<file path="src/hdl/ohm_pkg.sv">
// Shared types and constants for the offset histogram with mode search.
// Used by the controller, the datapath and the top level; depends on nothing.
`default_nettype none

package ohm_pkg;

  localparam int BIN_COUNT     = 16384;
  localparam int COUNT_BITS    = 40;
  localparam int FRACTION_BITS = 8;

  localparam int IDX_W    = $clog2(BIN_COUNT);
  localparam int SAMPLE_W = 32;
  localparam int FIXED_W  = 40;
  localparam int FIELD_W  = 40;
  // Rounded magnitude needs FIXED_W + 1 - FRACTION_BITS bits, plus a sign.
  localparam int RMAG_W   = FIXED_W + 1 - FRACTION_BITS;
  localparam int VAL_W    = ((RMAG_W > SAMPLE_W) ? RMAG_W : SAMPLE_W + 1) + 1;
  localparam int DIFF_W   = VAL_W + 1;

  localparam logic [COUNT_BITS-1:0] COUNT_MAX = '1;
  localparam logic [FIXED_W:0] RND_HALF =
    (FRACTION_BITS > 0) ? (FIXED_W+1)'(1) << (FRACTION_BITS - 1) : '0;

  typedef enum logic [2:0] {
    OP_COUNT_INT = 3'd0,
    OP_COUNT_RND = 3'd1,
    OP_READ      = 3'd2,
    OP_CLEAR     = 3'd3,
    OP_MODE      = 3'd4
  } op_t;

  typedef enum logic [3:0] {
    ST_CLR,
    ST_IDLE,
    ST_ROUND,
    ST_RANGE,
    ST_READ,
    ST_UPD,
    ST_SCAN,
    ST_SCAN_END,
    ST_MODE,
    ST_DONE
  } state_t;

  typedef struct packed {
    logic load;
    logic calc_val;
    logic calc_rng;
    logic cnt_clr;
    logic scan_init;
    logic clr_step;
    logic rd_bin;
    logic upd;
    logic scan_rd;
    logic mode_fin;
    logic out_load;
  } cmd_t;

  typedef struct packed {
    op_t  op;
    logic oor;
    logic cnt_last;
    logic out_free;
  } sts_t;

endpackage

`default_nettype wire

</file>
<file path="src/hdl/ohm_ctrl.sv">
// Controller state machine: sequences clear sweeps, count/read updates and mode scans.
// Depends on ohm_pkg; drives the datapath through cmd_t and reads sts_t.
`default_nettype none

module ohm_ctrl (
  input  wire logic          clk,
  input  wire logic          rst_n,
  input  wire logic          in_tvalid,
  output logic               in_tready,
  input  wire logic          cfg_wr_en,
  input  wire ohm_pkg::sts_t sts,
  output ohm_pkg::cmd_t      cmd
);
  import ohm_pkg::*;

  state_t state_r, state_nxt;
  logic   clr_item_r, clr_item_nxt;

  always_ff @(posedge clk) begin
    if (!rst_n) begin
      state_r    <= ST_CLR;
      clr_item_r <= 1'b0;
    end else begin
      state_r    <= state_nxt;
      clr_item_r <= clr_item_nxt;
    end
  end

  always_comb begin
    state_nxt    = state_r;
    clr_item_nxt = clr_item_r;
    cmd          = '0;
    in_tready    = 1'b0;
    unique case (state_r)
      ST_CLR: begin
        cmd.clr_step = 1'b1;
        if (sts.cnt_last) begin
          state_nxt    = clr_item_r ? ST_DONE : ST_IDLE;
          clr_item_nxt = 1'b0;
        end
      end
      ST_IDLE: begin
        in_tready = !cfg_wr_en;
        if (in_tvalid && !cfg_wr_en) begin
          cmd.load  = 1'b1;
          state_nxt = ST_ROUND;
        end
      end
      ST_ROUND: begin
        cmd.calc_val = 1'b1;
        state_nxt    = ST_RANGE;
      end
      ST_RANGE: begin
        cmd.calc_rng = 1'b1;
        unique case (sts.op)
          OP_COUNT_INT, OP_COUNT_RND, OP_READ: begin
            state_nxt = sts.oor ? ST_DONE : ST_READ;
          end
          OP_CLEAR: begin
            cmd.cnt_clr  = 1'b1;
            clr_item_nxt = 1'b1;
            state_nxt    = ST_CLR;
          end
          OP_MODE: begin
            cmd.cnt_clr   = 1'b1;
            cmd.scan_init = 1'b1;
            state_nxt     = ST_SCAN;
          end
          default: state_nxt = ST_DONE;
        endcase
      end
      ST_READ: begin
        cmd.rd_bin = 1'b1;
        state_nxt  = ST_UPD;
      end
      ST_UPD: begin
        cmd.upd   = 1'b1;
        state_nxt = ST_DONE;
      end
      ST_SCAN: begin
        cmd.scan_rd = 1'b1;
        if (sts.cnt_last) begin
          state_nxt = ST_SCAN_END;
        end
      end
      ST_SCAN_END: state_nxt = ST_MODE;
      ST_MODE: begin
        cmd.mode_fin = 1'b1;
        state_nxt    = ST_DONE;
      end
      ST_DONE: begin
        if (sts.out_free) begin
          cmd.out_load = 1'b1;
          state_nxt    = ST_IDLE;
        end
      end
      default: state_nxt = ST_CLR;
    endcase
    // An origin write restarts the clearing sweep.
    if (cfg_wr_en) begin
      cmd          = '0;
      cmd.cnt_clr  = 1'b1;
      in_tready    = 1'b0;
      clr_item_nxt = 1'b0;
      state_nxt    = ST_CLR;
    end
  end

  a_cfg_clears : assert property (@(posedge clk) disable iff (!rst_n)
    cfg_wr_en |=> state_r == ST_CLR)
    else $error("origin write did not start a clear sweep");

  a_upd_after_read : assert property (@(posedge clk) disable iff (!rst_n)
    state_r == ST_UPD |-> $past(state_r) == ST_READ)
    else $error("bin update without a preceding read");

  a_accept_idle : assert property (@(posedge clk) disable iff (!rst_n)
    in_tvalid && in_tready |=> state_r == ST_ROUND)
    else $error("accepted item did not enter evaluation");

endmodule

`default_nettype wire

</file>
<file path="config.mk">
export PLATFORM = sky130hd
export DESIGN_NAME = ohm_ctrl
export DESIGN_NICKNAME = d
export VERILOG_FILES = /design/src/hdl/ohm_pkg.sv /design/src/hdl/ohm_ctrl.sv
export SDC_FILE = /design/constraint.sdc
export NUM_CORES = 1
export LEC_CHECK = 0
export BUFFER_PORTS_ARGS = -buffer_cell sky130_fd_sc_hd__buf_2
export CAP_MARGIN = 20
export CORE_AREA = 2 2 39 41
export CTS_BUF_LIST = sky130_fd_sc_hd__clkbuf_2 sky130_fd_sc_hd__clkbuf_4 sky130_fd_sc_hd__clkbuf_8
export DETAILED_ROUTE_END_ITERATION = 12
export DIE_AREA = 0 0 41 43
export PLACE_DENSITY = 0.7
export SYNTH_ARGS = -nofsm -noshare
export SYNTH_HDL_FRONTEND = slang
export SYNTH_SLANG_ARGS = --single-unit
export TNS_END_PERCENT = 10
</file>
<file path="constraint.sdc">
create_clock -name clk -period 2.1 [get_ports clk]
set_clock_uncertainty 0.15 [all_clocks]
set_input_delay 0.525 -clock clk [delete_from_list [all_inputs] [get_ports clk]]
set_output_delay 0.525 -clock clk [all_outputs]
set_load 0.05 [all_outputs]
</file>
==> After elaboration in Yosys (flattened, before gate mapping) <==
Index checks and enable logic that the tools add are counted.
{ "totals": {"input_bits": 10, "mem_bits_rw": 0, "memories": 0, "out_inout_bits": 12, "romBits": 0, "reg_bits": 5, "latchBits": 0, "word_cells": 59} }
{ "classes": {"mul": 0, "shifts": 0, "add_sub_neg": 0, "div_mod_pow": 0, "eq_ne": 18, "n_reduce_logical": 11, "bitwise": 1, "order_cmp": 0, "mux": 27} }
{ "ops": {"columns": ["op", "n"], "rows": [
  ["$pmux 4 s9", 1],
  ["$mux 4", 6],
  ["$eq 4x3->1 const B", 4],
  ["$mux 1", 16],
  ["$pmux 4 s3", 1],
  ["$mux 11", 1],
  ["$eq 4x2->1 const B", 2],
  ["$eq 4x4->1 const B", 2],
  ["$ne 2x2->1 const B", 4],
  ["$eq 3x2->1 const B", 2],
  ["$reduce_or 2->1", 3],
  ["$eq 4x1->1 const B", 1],
  ["$logic_not 4->1", 1],
  ["$reduce_and 4->1", 1],
  ["$eq 3x1->1 const B", 1],
  ["$eq 3x3->1 const B", 1],
  ["$logic_not 3->1", 1],
  ["$mux 3", 1],
  ["$reduce_and 3->1", 1],
  ["$reduce_or 3->1", 1],
  ["$ne 2x1->1 const B", 1],
  ["$pmux 1 s2", 1],
  ["$reduce_bool 2->1", 1],
  ["$logic_and 1x1->1", 1],
  ["other kinds (2)", 2]
]} }

==> Longest topological paths before layout <==
Gate-level depths: netlist of the first run.
{ "logic_depth": {"depth_word": 5, "mapped_depth": 5, "depth_no_buf": 4} }

==> Least setup slack after synthesis of the first run <==
OpenSTA, ideal clock, no wires.
{ "synth_path": {"kind": "input port to output port", "from": "in sts[4] (netlist name)", "to": "out cmd[7] (netlist name)", "cell_stages": 3, "setup_slack_ns": -0.726, "n_path_buf": 0, "required_ns": 1.425, "arrival_ns": 2.151, "path_cell_list": "or3b_1 -> o21a_1 -> o21ai_0"} }
{ "synth_lines": {"columns": ["item", "line_no", "text"], "rows": [
  ["from (decl)", "ohm_ctrl.sv:11", "input wire ohm_pkg::sts_t sts,"],
  ["to (decl)", "ohm_ctrl.sv:12", "output ohm_pkg::cmd_t cmd"]
]} }

==> results of run 1 <==
==> metal layers <==
| metal | share of wire | GRT usage | vias up | wire [um] |
|---|---|---|---|---|
| met5 | 0 | 0 | - | 0 |
| met4 | 0 | 0.0667 | 0 | 0 |
| met3 | 0.058 | 0.0471 | 0 | 74 |
| met2 | 0.51 | 0.247 | 20 | 650 |
| met1 | 0.43 | 0.206 | 269 | 556 |
| li1 | - | - | 320 | - |
==> worst paths after layout <==
kind                      to  cells after the start  slack [ps]
hold reg to reg   clr_item_r                      3         410
setup / recovery      cmd[7]                      5         -20
setup reg to reg  state_r[3]                      5         520
hold / removal    clr_item_r                      3         410
==> power breakdown <==
part | switching (mW) | internal, mW | leakage (nW) | total (mW)
sequential | 0.00480 | 0.0980 | 0.0414 | 0.103
clock | 0.0370 | 0.0845 | 0.0184 | 0.122
combinational | 0.0503 | 0.0327 | 0.246 | 0.0831
==> through the flow <==
step           power [mW]  hold slack (ps)  setup slack (ps)  instance area [um2]  setup TNS, ps
2_1_floorplan       0.154              372              -347                  507          -1030
3_3_place_gp        0.183              389              -106                  659           -106
3_5_place_dp        0.184              408              -118                  659           -145
4_1_cts             0.313              414             -19.4                  703          -19.4
5_1_grt             0.327              453             -51.2                  713          -78.5
6_report            0.307              407             -18.4                  713          -18.4
==> registers in the layout, indices dropped and copies added (netlist names) <==
name / flops
clr_item_r: 1
state_r: 4
==> cells in the mapped netlist, drive strengths merged <==
master	number	area [um2]
a211oi	1	12.5
a21boi	1	7.51
a21o	1	7.51
a21oi	5	25.0
a2bb2oi	1	8.76
a31o	1	8.76
a31oi	2	12.5
a32oi	1	8.76
and2	1	6.26
buf	3	21.3
clkbuf	1	3.75
dfxtp	5	100
inv	5	18.8
nand2	7	26.3
nand2b	3	18.8
nand3	2	10.0
nor2	12	45.0
nor2b	2	12.5
nor3	7	35.0
nor4	2	12.5
nor4b	1	8.76
o21a	1	7.51
o21ai	4	20.0
o221ai	1	8.76
o22ai	1	6.26
or3b	3	26.3
==> kinds of logic (layout without fill, tap and decap cells) <==
| kind of cell | count (synthesis) | in the layout |
|---|---|---|
| flip-flops | 5 | 5 |
| buffers and inverters | 9 | 37 |
| AND/OR/NAND/NOR | 40 | 40 |
| AO/OA/AOI/OAI | 20 | 20 |
==> worst min-delay path, stage by stage, from the launching register on <==
cell	delay [ps]
dfxtp_1	320
inv_1	50
a31o_2	80
a21oi_1	50
==> area by class of cell <==
class | instances | area, um2
sequential | 5 | 103
multi-input combinational | 60 | 368
tap | 16 | 20.0
inverter | 5 | 18.8
clock buffer | 4 | 30.0
timing repair buffer | 28 | 174
fill | 135 | 671
==> what timing repair did <==
action | CTS | global route
resized for setup | 5 | 5
setup endpoints to repair | 3 | 7
hold buffers | 0 | 0
==> placed cells by master, fill, tap and decap left out, types with 2 or more instances in the layout <==
| master | instances |
|---|---|
| buf_2 | 16 |
| nor2_1 | 10 |
| buf_4 | 8 |
| nand2_1 | 7 |
| clkbuf_4 | 7 |
| inv_1 | 5 |
| a21oi_1 | 5 |
| nor3_1 | 4 |
| nor3_2 | 3 |
| nand2b_1 | 3 |
| o21ai_0 | 3 |
| dfxtp_1 | 3 |
| nor2_2 | 2 |
| nand3_1 | 2 |
| nor2b_1 | 2 |
| or3b_1 | 2 |
| a31oi_1 | 2 |
| dfxtp_2 | 2 |
==> reports/metrics.cfg, run 1 <==
[worst_setup_path]
critPathKind = input pin to output pin
worst_setup_path_end_kind = output pin
slowest_stage = or3b_4
crit_arrival_ps = 1440
crit_path_start_kind = input pin
cp_max_fo = 3
reg2reg_from = state_r[3]
critPathLaunch = sts[4]
cp_num_buf_inv = 2
crit_required_ps = 1420
cpPeakStageDelay_ps = 400
worstPathCellList = buf_2 > or3b_4 > o21a_1 > o21ai_2 > buf_6
cpLargestDelayFamily = simple AND/OR/NAND/NOR gates

[status]
violations = setup timing
outcome = finished with violations

[die]
dieWidth_um = 41
die-area_um2 = 1760
core_area_um2 = 1380
rows = 14
io_pins = 22
initial_utilization = 0.346
die_h_um = 43

[synthesis]
yosys_warnings = 0
seq_area_frac_synth = 0.209
ys_types = 27
postSynthCellCount = 74
synth_top_family_by_area = simple AND/OR/NAND/NOR gates
synth_xor_area_frac = 0
synthAdderAreaFrac = 0
synth_area_um2 = 479
synth_compound_area_frac = 0.279
synthSimpleGateAreaFrac = 0.420
synth.area.mux_share = 0
ys_ff_latch = 5
avgSynthCellArea_um2 = 6.48
syn_nets = 84

[sta]
max_freq_mhz = 472
slew_viol_final = 0
rsz0062_at_grt = true
period_needed_ps = 2120
setup_viol = 1
hold_viol = 0
slew_headroom = 0.833
setup_slack_ps = -18.4
worst_pin_slew_ps = 247
fin_crit_sh = 1.01

[final_layout]
num_antenna_cells = 0
nets = 113
drive_gt1_frac = 0.431
syn2layout_area_growth_pct = 48.8
final_util = 0.515
fin_cells = 118

[clocking]
tritoncts = yes
cts.clk_slew.worst_paths_ps = 40
clkSinkCount = 5
cts_max_level = 1
root_buffer = clkbuf_4
cts_buffers = 3
cts.path.max_buffers = 2
postCtsSetupBuffers = 0
clock_latency_ps = 240

[global_routing]
antenna_found_initial = 0
globalRouteTotalUtil = 0.163
grt_max_degree = 12
grt_pass1_wl_mm = 2.03
grt_remaining_overflow = 0
grt_pass1_vias = 528

[power_and_ir_drop]
p_leak_nw = 0.306
power.density_nw_per_um2 = 431
worst_ir_drop_vdd_uv = 212

[place]
globalplace.congestion = 0.823
port_buffers = 21
post-place-cells = 114
dp_hpwl_mm = 1.03

[routing]
drt_wl_total_mm = 1.28
detail_route.vias_per_cell = 5.16
drc = 0
via_count = 609
routedWlPerCell_um = 10.9
ant_nets = 0
drt-initial-drc-count = 17
dr.pass1.iters = 5

[worst_hold_path]
hp-class = flop to flop
worstHoldStart = clr_item_r

[run]
maxCapViolCount = 0

No activity file was read; power rests on OpenSTA's default activity.
==> run 2, diff against run 1 <==
--- a/config.mk
+++ b/config.mk
@@ -11,7 +11,9 @@
 export CTS_BUF_LIST = sky130_fd_sc_hd__clkbuf_2 sky130_fd_sc_hd__clkbuf_4 sky130_fd_sc_hd__clkbuf_8
 export DETAILED_ROUTE_END_ITERATION = 12
 export DIE_AREA = 0 0 41 43
+export GPL_ROUTABILITY_DRIVEN = 1
 export PLACE_DENSITY = 0.7
+export SETUP_SLACK_MARGIN = 0.2
 export SYNTH_ARGS = -nofsm -noshare
 export SYNTH_HDL_FRONTEND = slang
 export SYNTH_SLANG_ARGS = --single-unit
==> constraint.sdc (replaced) <==
create_clock -name clk -period 2.1 [get_ports clk]
set_clock_uncertainty 0.15 [all_clocks]
set_input_delay 0.315 -clock clk [delete_from_list [all_inputs] [get_ports clk]]
set_output_delay 0.315 -clock clk [all_outputs]
set_load 0.05 [all_outputs]
==> run 2 against run 1 <==
The flow now finishes without violations. Final area down 8.8%. Hold slack lost 110 ps. Die area unchanged. Fmax is 15% higher. Worst setup slack better by 270 ps. Non-clock buffer count fell by 5. Largest cell class unchanged.
==> reports/metrics.cfg, run 2 (same netlist as run 1, synthesis figures left out) <==
[status]
outcome = completed

[sta]
period_needed_ps = 1850
hold_viol = 0
hold_slack_ps = 301
slew_headroom = 0.808
fin_crit_sh = 0.880
max_freq_mhz = 541
tns_ps = 0
worst_pin_slew_ps = 284
slew_viol_final = 0
rsz0062_at_grt = true
setup_viol = 0

[worst_setup_path]
worst_setup_path_end_kind = output pin
crit_required_ps = 1630
crit_arrival_ps = 1380
cp_max_fo = 5
crit_path_start_kind = input pin
critPathKind = input pin to output pin

[clocking]
cts_hold_buf = 0
cts.path.max_buffers = 2
clkSinkCount = 5
tritoncts = yes
cts_buffers = 3
clock_latency_ps = 230
cts_max_level = 1
root_buffer = clkbuf_4
cts.clk_slew.worst_paths_ps = 40

[die]
core_area_um2 = 1380
io_pins = 22
initial_utilization = 0.346
die_h_um = 43
die-area_um2 = 1760
rows = 14
dieWidth_um = 41

[routing]
dr.pass1.iters = 4
drt-initial-drc-count = 8
routedWlPerCell_um = 10.9
top_layer_used = met3
drc = 0
drt_wl_total_mm = 1.23
ant_nets = 0
met1_length_um = 559
detail_route.vias_per_cell = 5.21
wl_met2_um = 606
dr_wl_met3_um = 66
via_count = 589

[power_and_ir_drop]
p_leak_nw = 0.275
power.density_nw_per_um2 = 449
worst_ir_drop_vdd_uv = 272
power_mw = 0.292

[worst_hold_path]
hp-class = input pin to flop

[global_routing]
grt_pass1_vias = 464
globalRouteTotalUtil = 0.157
antenna_found_initial = 0
grt_max_degree = 14
grt_remaining_overflow = 0
grt_pass1_wl_mm = 1.99

[final_layout]
final_common_cell = buf_2
nets = 108
syn2layout_area_growth_pct = 35.8
largest_register_ffs = 4
nFillCells = 148
layout_common_cells = buf_2 (20), nor2_1 (10), nand2_1 (7)
top_register = state_r
drive_gt1_frac = 0.371
num_antenna_cells = 0
fin_cells = 113
largestRegisters = state_r x4, clr_item_r x1

[place]
globalplace.congestion = 0.806
post-place-cells = 109
port_buffers = 21
dp_hpwl_um = 993

[run]
maxCapViolCount = 0

[run 2: cell count changes in the layout (fill, tap and decap cells not counted)]
cell      before  now
buf_4          8    3
buf_2         16   20
clkbuf_4       7    4
buf_6          1    0
nor3_1         4    5
nor3_2         3    2
o21ai_1        0    1
o21ai_2        1    0
or3b_1         2    3
or3b_4         1    0
[run 2: path summary, 6_finish.rpt]
kind	slack (ps)	endpoint	depth (start not counted)	start
max	250	cmd[7]	5	sts[5]
min	300	clr_item_r	3	sts[1]
max reg2reg	510	state_r[3]	5	state_r[3]
min reg2reg	400	clr_item_r	3	clr_item_r
[run 2: layout make-up]
cell class	instances	area [um2]	share of cell area
tap	16	20.0	0.0308
sequential	5	103	0.158
multi-input combinational	60	357	0.548
inverter	5	18.8	0.0288
clock buffer	4	30.0	0.0462
timing repair buffer	23	123	0.188
[run 2: repair_timing]
action	CTS	global route
endpoints found under the hold margin	0	0
pin swaps	0	0
setup buffers	0	0
resized for setup	3	2
endpoints found under the setup margin	4	5
[run 2: critical path, cell delays in order]
cell	delay, ps
buf_2	120
or3b_1	430
o21a_1	140
o21ai_1	100
buf_2	270
[run 2: report_power, final]
| group | leakage [nW] | internal (mW) | switching (mW) |
|---|---|---|---|
| clock network | 0.0184 | 0.0843 | 0.0327 |
| logic | 0.216 | 0.0246 | 0.0461 |
| registers | 0.0414 | 0.0980 | 0.00664 |
| total | 0.275 | 0.207 | 0.0854 |
[run 2: per-stage QoR]
stage | setup slack, ps | cell area (um2) | util
after global placement | 283 | 613 | 0.443
after global routing | 184 | 651 | 0.470
final | 252 | 651 | 0.470
after floorplan | -39.6 | 498 | -
after CTS | 257 | 648 | 0.468
after detailed placement | 263 | 613 | 0.443
[run 2: routing by layer]
| metal | GRT usage | up-vias |
|---|---|---|
| met5 | 0 | - |
| met4 | 0.0200 | 0 |
| met3 | 0.0314 | 0 |
| met2 | 0.272 | 18 |
| met1 | 0.194 | 259 |
| li1 | - | 312 |
==> run 3, diff against run 2 <==
--- a/config.mk
+++ b/config.mk
@@ -7,12 +7,13 @@
 export LEC_CHECK = 0
 export BUFFER_PORTS_ARGS = -buffer_cell sky130_fd_sc_hd__buf_2
 export CAP_MARGIN = 20
-export CORE_AREA = 2 2 39 41
+export CELL_PAD_IN_SITES_DETAIL_PLACEMENT = 0
+export CELL_PAD_IN_SITES_GLOBAL_PLACEMENT = 1
+export CORE_UTILIZATION = 31
 export CTS_BUF_LIST = sky130_fd_sc_hd__clkbuf_2 sky130_fd_sc_hd__clkbuf_4 sky130_fd_sc_hd__clkbuf_8
 export DETAILED_ROUTE_END_ITERATION = 12
-export DIE_AREA = 0 0 41 43
 export GPL_ROUTABILITY_DRIVEN = 1
-export PLACE_DENSITY = 0.7
+export PLACE_DENSITY = 0.86
 export SETUP_SLACK_MARGIN = 0.2
 export SYNTH_ARGS = -nofsm -noshare
 export SYNTH_HDL_FRONTEND = slang
==> run 3 against run 2 <==
Final area up 1.9%. Combinational power rose by 6.2%. Clock power about the same. Routed wire length grew 3.3%. Worst setup slack gained 22 ps. Via count is 2.7% higher. Largest cell class unchanged. Largest power group unchanged. Register-to-register slack hardly changed.
==> reports/metrics.cfg, run 3 (same netlist as run 1, synthesis figures left out) <==
[routing]
via_count = 605
drc = 0
drt-initial-drc-count = 18
ant_nets = 0
routedWlPerCell_um = 11.3
drt_wl_total_mm = 1.27
detail_route.vias_per_cell = 5.35
dr.pass1.iters = 4

[sta]
setup_viol = 0
worst_pin_slew_ps = 255
fin_crit_sh = 0.869
max_freq_mhz = 548
rsz0062_at_grt = true
slew_headroom = 0.827
hold_viol = 0
slew_viol_final = 0
period_needed_ps = 1830

[global_routing]
grt_remaining_overflow = 0
grt_pass1_wl_mm = 1.99
grt_max_degree = 13
antenna_found_initial = 0
grt_pass1_vias = 492
globalRouteTotalUtil = 0.171

[die]
die_h_um = 41.3
core_area_um2 = 1370
rows = 13
initial_utilization = 0.351
io_pins = 22
dieWidth_um = 41.3
die-area_um2 = 1710

[worst_setup_path]
cp_num_buf_inv = 1
critPathKind = flop to output pin
r2r_cells = 5
cpPeakStageDelay_ps = 310
worst_setup_path_end_kind = output pin
reg2reg_slack_ps = 500
cp_max_fo = 4
reg2reg_from = state_r[3]
crit_arrival_ps = 1360
worstPathCellList = nor2_2 > nand3_1 > nor3_2 > clkbuf_4
crit_required_ps = 1630
crit_path_start_kind = flop
cpLargestDelayFamily = simple AND/OR/NAND/NOR gates
slowest_stage = dfxtp_1
r2r_end = state_r[3]

[place]
dp_hpwl_um = 991
globalplace.congestion = 0.817
port_buffers = 21
post-place-cells = 109

[clocking]
clkSinkCount = 5
root_buffer = clkbuf_4
postCtsSetupBuffers = 0
clock_latency_ps = 230
cts_max_level = 1
cts.path.max_buffers = 2
tritoncts = yes
cts.clk_slew.worst_paths_ps = 40
cts_buffers = 3
cts_hold_buf = 0

[power_and_ir_drop]
worst_ir_drop_vdd_uv = 159
power_mw = 0.298
p_leak_nw = 0.279
power.density_nw_per_um2 = 450

[final_layout]
top_register = state_r
syn2layout_area_growth_pct = 38.4
layout_common_cells = buf_2 (17), nor2_1 (10), clkbuf_4 (8)
largestRegisters = state_r x4, clr_item_r x1
fin_cells = 113
largest_register_ffs = 4
nets = 109
final_common_cell = buf_2
drive_gt1_frac = 0.367
num_antenna_cells = 0

[status]
outcome = completed

[worst_hold_path]
hp-class = input pin to flop
worstHoldStart = sts[1]
holdPathEnd = clr_item_r
hold_depth = 3

[run]
maxCapViolCount = 0

## run 3: changes by cell type in the layout (fill, tap and decap cells not counted), sizes merged
cell	change
clkbuf	+4
buf	-3
## run 3: metal layers
metal / GRT usage / up-vias / routed length, um
met5: 0 / - / 0
met4: 0.00806 / 0 / 0
met3: 0.0372 / 0 / 52
met2: 0.285 / 18 / 599
met1: 0.237 / 277 / 620
li1: - / 310 / -
## run 3: layout make-up
type / count / area [um2]
multi-input cells: 60 / 357
flip-flops and latches: 5 / 101
well taps: 15 / 18.8
fillers: 148 / 703
inverters: 5 / 18.8
clock buffers: 4 / 30.0
repair buffers: 24 / 138
## run 3: how the worst max path moves through the flow
stage          startpoint      to  slack, ps  depth (start not counted)
6_report       state_r[3]  cmd[6]        270                          4
5_1_grt        state_r[3]  cmd[6]        120                          4
4_1_cts        state_r[3]  cmd[6]        240                          4
3_5_place_dp       sts[4]  cmd[7]        260                          5
3_3_place_gp       sts[4]  cmd[7]        280                          5
2_1_floorplan  state_r[2]  cmd[4]        -40                          3
## run 3: tightest hold or removal path: cells and delay by family
kind / cells / cell delay, ps
buf+inv: 1 / 120
compound gates: 2 / 200
## run 3: where the power goes
group	leakage [nW]	internal, mW	switching, mW
Sequential	0.0409	0.0977	0.00521
Clock	0.0184	0.0845	0.0357
Combinational	0.220	0.0264	0.0486
## run 3: metrics by stage
stage	utilization	TNS (ps)	area [um2]	worst slack (ps)	hold WS [ps]
3_5_place_dp	0.453	0	619	262	411
3_3_place_gp	0.453	0	619	281	403
5_1_grt	0.485	0	663	125	308
4_1_cts	0.478	0	653	243	303
2_1_floorplan	-	-53.2	498	-39.6	372
6_report	0.485	0	663	274	308
## run 3: timing repair
action,4_1_cts,5_1_grt
setup endpoints to repair,5,6
cloned,0,0
resized for setup,2,4
